### config.mk
export PLATFORM = sky130hd
export DESIGN_NAME = abef_div
export DESIGN_NICKNAME = d
export VERILOG_FILES = /design/src/sv/abef_pkg.sv /design/src/sv/abef_div.sv
export SDC_FILE = /design/constraint.sdc
export NUM_CORES = 1
export LEC_CHECK = 0
export BUFFER_PORTS_ARGS = -buffer_cell sky130_fd_sc_hd__buf_2
export CORE_ASPECT_RATIO = 1.2
export CORE_MARGIN = 5
export CORE_UTILIZATION = 57
export CTS_BUF_LIST = sky130_fd_sc_hd__clkbuf_2
export DETAILED_ROUTE_END_ITERATION = 16
export PLACE_DENSITY_LB_ADDON = 0.1
export SLEW_MARGIN = 20
export SYNTH_ARGS = -nofsm -noshare
export SYNTH_HDL_FRONTEND = slang
export SYNTH_SLANG_ARGS = --single-unit
### constraint.sdc
create_clock -name clk -period 2.5 [get_ports clk]
set_input_delay 0.25 -clock clk [delete_from_list [all_inputs] [get_ports clk]]
set_output_delay 0.25 -clock clk [all_outputs]
set_load 0.03 [all_outputs]
### src/sv/abef_pkg.sv
// Shared constants, pixel and divider types for the alpha bleed edge fill block.
package abef_pkg;

    localparam int MAX_WIDTH = 4096;
    localparam int COL_W     = $clog2(MAX_WIDTH);
    localparam int FW_W      = 13;
    localparam int FH_W      = 16;
    localparam int CMP_W     = (COL_W + 1 > FW_W) ? COL_W + 1 : FW_W;
    localparam int CH_W      = 8;
    localparam int SA_W      = 10;
    localparam int SC_W      = 18;
    localparam int OUT_COL_W = 12;
    localparam int CFG_W     = 16;
    localparam int CFG_IDX_W = 1;
    localparam int NB_SLOTS  = 4;
    localparam int SLOT_W    = $clog2(NB_SLOTS);
    localparam int PIX_W     = 4 * CH_W;

    localparam logic [CFG_IDX_W-1:0] REG_FRAME_WIDTH  = 1'b0;
    localparam logic [CFG_IDX_W-1:0] REG_FRAME_HEIGHT = 1'b1;

    typedef struct packed {
        logic [CH_W-1:0] alpha;
        logic [CH_W-1:0] blue;
        logic [CH_W-1:0] green;
        logic [CH_W-1:0] red;
    } pix_t;

    typedef struct packed {
        logic                  start;
        logic [SA_W-1:0]       den;
        logic [2:0][SC_W-1:0]  num;
    } div_req_t;

    typedef struct packed {
        logic                  done;
        logic [2:0][CH_W-1:0]  quot;
    } div_rsp_t;

    function automatic logic [OUT_COL_W-1:0] col_to_out(input logic [COL_W-1:0] col);
        logic [COL_W+OUT_COL_W-1:0] wide;
        wide = {{OUT_COL_W{1'b0}}, col};
        return wide[OUT_COL_W-1:0];
    endfunction

endpackage

### src/sv/abef_div.sv
// Three-lane restoring divider sharing one divisor, one quotient bit per cycle.
module abef_div import abef_pkg::*; (
    input  logic     clk,
    input  logic     rst_n,
    input  div_req_t req,
    output div_rsp_t rsp
);

    localparam int STEP_W = $clog2(CH_W);
    localparam logic [STEP_W-1:0] STEP_LAST = STEP_W'(CH_W - 1);

    logic                busy_reg;
    logic                done_reg;
    logic [STEP_W-1:0]   step_reg;
    logic [SA_W-1:0]     den_reg;
    logic [SA_W-1:0]     rem_reg  [3];
    logic [CH_W-1:0]     qr_reg   [3];
    logic [SA_W-1:0]     rem_next [3];
    logic [CH_W-1:0]     qr_next  [3];

    always_comb
    begin
        for (int i = 0; i < 3; i++)
        begin
            logic [SA_W:0] trial;
            logic [SA_W:0] diff;
            logic          ge;
            trial = {rem_reg[i], qr_reg[i][CH_W-1]};
            diff  = trial - {1'b0, den_reg};
            ge    = (trial >= {1'b0, den_reg});
            rem_next[i] = ge ? diff[SA_W-1:0] : trial[SA_W-1:0];
            qr_next[i]  = {qr_reg[i][CH_W-2:0], ge};
        end
    end

    always_ff @(posedge clk or negedge rst_n)
    begin
        if (!rst_n)
        begin
            busy_reg <= 1'b0;
            done_reg <= 1'b0;
            step_reg <= '0;
        end
        else
        begin
            done_reg <= 1'b0;
            if (req.start)
            begin
                busy_reg <= 1'b1;
                step_reg <= '0;
            end
            else if (busy_reg)
            begin
                step_reg <= step_reg + STEP_W'(1);
                if (step_reg == STEP_LAST)
                begin
                    busy_reg <= 1'b0;
                    done_reg <= 1'b1;
                end
            end
        end
    end

    always_ff @(posedge clk)
    begin
        if (req.start)
        begin
            den_reg <= req.den;
            for (int i = 0; i < 3; i++)
            begin
                rem_reg[i] <= req.num[i][SC_W-1:CH_W];
                qr_reg[i]  <= req.num[i][CH_W-1:0];
            end
        end
        else if (busy_reg)
        begin
            for (int i = 0; i < 3; i++)
            begin
                rem_reg[i] <= rem_next[i];
                qr_reg[i]  <= qr_next[i];
            end
        end
    end

    always_comb
    begin
        rsp.done = done_reg;
        for (int i = 0; i < 3; i++)
        begin
            rsp.quot[i] = qr_reg[i];
        end
    end

endmodule

# Word-level counts from Yosys, hierarchy flattened
# Memories as Yosys holds them, arrays and structs flattened.
# Cells that the tools add are included.
[classes]
bitwise_logic = 6
n_reduce_logical = 1
magnitude_cmp = 3
eq_ne = 1
muxes = 22
n_addsub = 4
[op_table]
columns = ["op", "count"]
rows = [
  ["$mux W10", 6],
  ["$ge A11 B10 Y1", 3],
  ["$sub A10 B10 Y10", 3],
  ["$mux W8", 3],
  ["$mux W1", 11],
  ["$mux W3", 2],
  ["$or A1 B1 Y1", 6],
  ["$add A3 B1 Y3 const B", 1],
  ["$eq A3 B3 Y1 const B", 1],
  ["$reduce_bool A2 Y1", 1],
]
[word_totals]
mem_count = 2
out_inout_bits = 25
mem_bits_rw = 54
input_bits = 67
reg_bits = 15
[mem_list]
columns = ["name", "depth", "word_bits", "rd", "rd_clocked_by_memory_dff", "wr", "line_no", "text"]
rows = [
  ["rem_reg", 3, 10, 3, 0, 3, "abef_div.sv:16", "logic [SA_W-1:0] rem_reg [3];"],
  ["qr_reg", 3, 8, 3, 0, 3, "abef_div.sv:17", "logic [CH_W-1:0] qr_reg [3];"],
]

# Depth between registers and ports, before layout
[logic_depth]
ltp_word = 4
ltp_mapped = 10
ltp_nobuf = 10

# Least setup slack after synthesis
# Ideal clock, no wire load.
[synth_path]
path_kind = "register -> register"
startpoint = "memory qr_reg[1][7] (netlist: qr_reg[0][15])"
endpoint = "memory rem_reg[1][6] (netlist: rem_reg[0][16]) (data pin)"
required_ps = 2241
setup_ps = 259
period_less_slack_ps = 2342
stages_incl_launch_ff = 11
setup_slack_ps = 158
t_arrival_ps = 2084
cell_sequence = "edfxtp_1 -> inv_1 -> ha_1 -> inv_1 -> fa_1 -> a21o_1 -> a21oi_1 -> o21bai_1 -> a21oi_1 -> xor2_1 -> o21bai_1"
[synth_lines]
columns = ["item", "line_no"]
rows = [
  ["from (decl)", "abef_div.sv:17"],
  ["to (decl)", "abef_div.sv:16"],
]

==> run metrics <==
synth unique cells=58; post-layout minimum cycle time=2.43 ns; core box area=7710 um2; largest net degree at the start of global routing=34; Max VDD drop=717 uV; Max Clock Freq=411 MHz; fin util=0.778; register area share after synthesis=0.456; grt total ovfl=0; initial core utilization=0.583; Tot GR Track Use=0.251; Area Overhead vs Synth=33.4%; Total Wirelength=12.2 mm; first-pass GRT wire length=19.5 mm; Max-Cap Viols=0; DRT antenna net count=0; Cell Rows=35; via count=3,990; Post-Syn Instances=445; EDFF count, synth=64; largest cells by area after synthesis=edfxtp_1, nand2_1, ha_1; WS Path Type=register to register; latest clock arrival within the worst-skew pair=0.53 ns; Final Wtd Congestion=0.855; Synth top area share=0.428; Filler Cells Inserted=496; Critical R2R Launch=den_reg[4]$_DFFE_PP_; final-report hold violation count=0; die span in y=107 um; Final Skew=0.0265 ns; post-route clock period utilization=0.973; Port Buffer Count=91; WL/cell=17.2 um; Synth Area in Simple Gates=0.151; worst slew pin tran=0.688 ns; Synth Area in Compound Gates=0.143; Pre-Repair DR Iteration Count=5; mux cell area share after synthesis=0.0615; Setup crit end kind=register; Pleak=0.00282 uW; CTS buffer count=9; num ports=92; Largest register FFs=30; count leader, synth=nand2_1; hold worst-path end=rem_reg[0][8]$_DFFE_PP_; Vias per Instance=5.64; Synth Register Bits=69; post-route DRC violation count=0; adder-cell area share of the yosys netlist=0.102; # nets final=712; main combinational cell family by area after synthesis=simple AND/OR/NAND/NOR gates; clock root cell=clkbuf_2; Clock Sinks=69; final non-filler cell total=708; CTS tree=built; RSZ-0062 raised after global routing=yes; Synth area leader=edfxtp_1; Ys Warns=0; Hold Crit Class=primary input to register; Min Hold Slack=0.0644 ns; Final setup viols=0; Final Cell Area=5990 um2; XOR/XNOR Fraction of Synth Area=0.0429; R2R Setup Slk=0.07 ns; Mean Syn Cell Area=10.1 um2; dpl cells=623; Die W=91.1 um; die area=9770 um2; clk slew on worst S/H paths=0.22 ns; R2R depth=9; Hold Path Origin=req[16]; Data required, critical path=2.86 ns; WP data arrival=2.79 ns; DP Area=5100 um2; Crit Path Max Fanout=5; H-tree depth=3; CTS Buffer Depth=2; antenna violations before repair=0; syn nets=547; Power Dens Cells=986 nW/um2; hold path depth=3; Syn Std Cell Area=4490 um2; crit start category=register; layout cells sized above 1=0.252; Slew Limit Fails=0; initial drt markers=207; Max-Slew Margin vs Limit=0.539; outcome=completed; ys async rst share=0.0725; number of global-route vias before repair=4,232; Top FF cell, synth=edfxtp_1; Commonest cells post-synth=nand2_1, edfxtp_1, ha_1; worst r2r dst=rem_reg[0][20]$_DFFE_PP_; post-detail-place hpwl=7.98 mm
==> repair_timing <==
action	4_1_cts	5_1_grt
resized for setup	0	11
endpoints found under the hold margin	66	0
setup buffers	0	5
hold buffers	63	0
endpoints found under the setup margin	0	28
==> area by class of cell <==
cell class | instances | area [um2] | area share
clock inverter | 7 | 103 | 0.0171
clock buffer | 9 | 45.0 | 0.00752
tap | 92 | 115 | 0.0192
antenna | 1 | 2.50 | 0.000418
inverter | 20 | 75.1 | 0.0125
multi-input combinational | 337 | 2310 | 0.386
sequential | 69 | 2050 | 0.342
timing repair buffer | 173 | 1290 | 0.215
==> worst max path at each step <==
stage	slack, ns	endpoint	from
final	0.07	rem_reg[0][20]$_DFFE_PP_	den_reg[4]$_DFFE_PP_
after global routing	-0.03	rem_reg[0][20]$_DFFE_PP_	den_reg[4]$_DFFE_PP_
after CTS	0.05	rem_reg[0][23]$_DFFE_PP_	rem_reg[0][23]$_DFFE_PP_
after detailed placement	0.07	rem_reg[0][23]$_DFFE_PP_	den_reg[3]$_DFFE_PP_
after global placement	0.11	rem_reg[0][10]$_DFFE_PP_	den_reg[7]$_DFFE_PP_
after floorplan	0.16	rem_reg[0][16]$_DFFE_PP_	qr_reg[0][15]$_DFFE_PP_
==> through the flow <==
stage	total power [uW]	worst slack [ns]	TNS [ns]
2_1_floorplan	4130	0.158	0
3_3_place_gp	4690	0.115	0
3_5_place_dp	4790	0.0742	0
4_1_cts	5680	0.0509	0
5_1_grt	6300	-0.0256	-0.135
6_report	5910	0.0675	0
==> critical path, cell delays in order, from the launching register on <==
cell	delay, ns
edfxtp_1	0.41
inv_1	0.23
ha_1	0.34
nand2_1	0.14
nor4_1	0.07
a2111oi_2	0.44
o21ai_4	0.13
buf_4	0.18
buf_4	0.13
o311ai_2	0.21
==> power breakdown <==
part	total (uW)	switching [uW]	leakage, uW	internal, uW
logic	3230	1700	0.00199	1530
registers	1860	206	0.000748	1660
clock network	814	468	0.0000839	346
==> layer usage <==
layer  share of wire  track usage  vias to the layer above
met2            0.54        0.459                      126
met5               0            0                        -
li1                -            -                     1928
met3           0.045       0.0448                       34
met1            0.38        0.284                     1902
met4           0.031        0.108                        0
==> kinds of logic after synthesis <==
logic type                 Yosys count
AOI/OAI and AO/OA                   93
buffers and inverters               39
and+or+nand+nor                    160
DFF                                 69
adders and majority gates           35
muxes                               27
xor gates and xnor gates            22
==> placed cells by master (no fill, tap or decap), types with 3 or more instances in the layout <==
cell           instances
mux2i_1               25
xnor2_1               15
inv_6                  4
buf_4                 14
dfrtp_1                5
nor3_1                 3
fa_1                   3
dlygate4sd3_1         63
o21ai_0               17
nand2_1              115
ha_1                  28
nand3_1                6
clkbuf_2               9
nor2_1                16
o21ai_1               12
a21oi_1               17
o21a_1                 3
a21oi_2                3
inv_1                 19
nand4_1                4
o211ai_1               6
buf_12                 5
o21bai_1               3
buf_2                 91
a21o_1                10
xor2_1                 7
edfxtp_1              64
(Power assumes the default switching activity.)
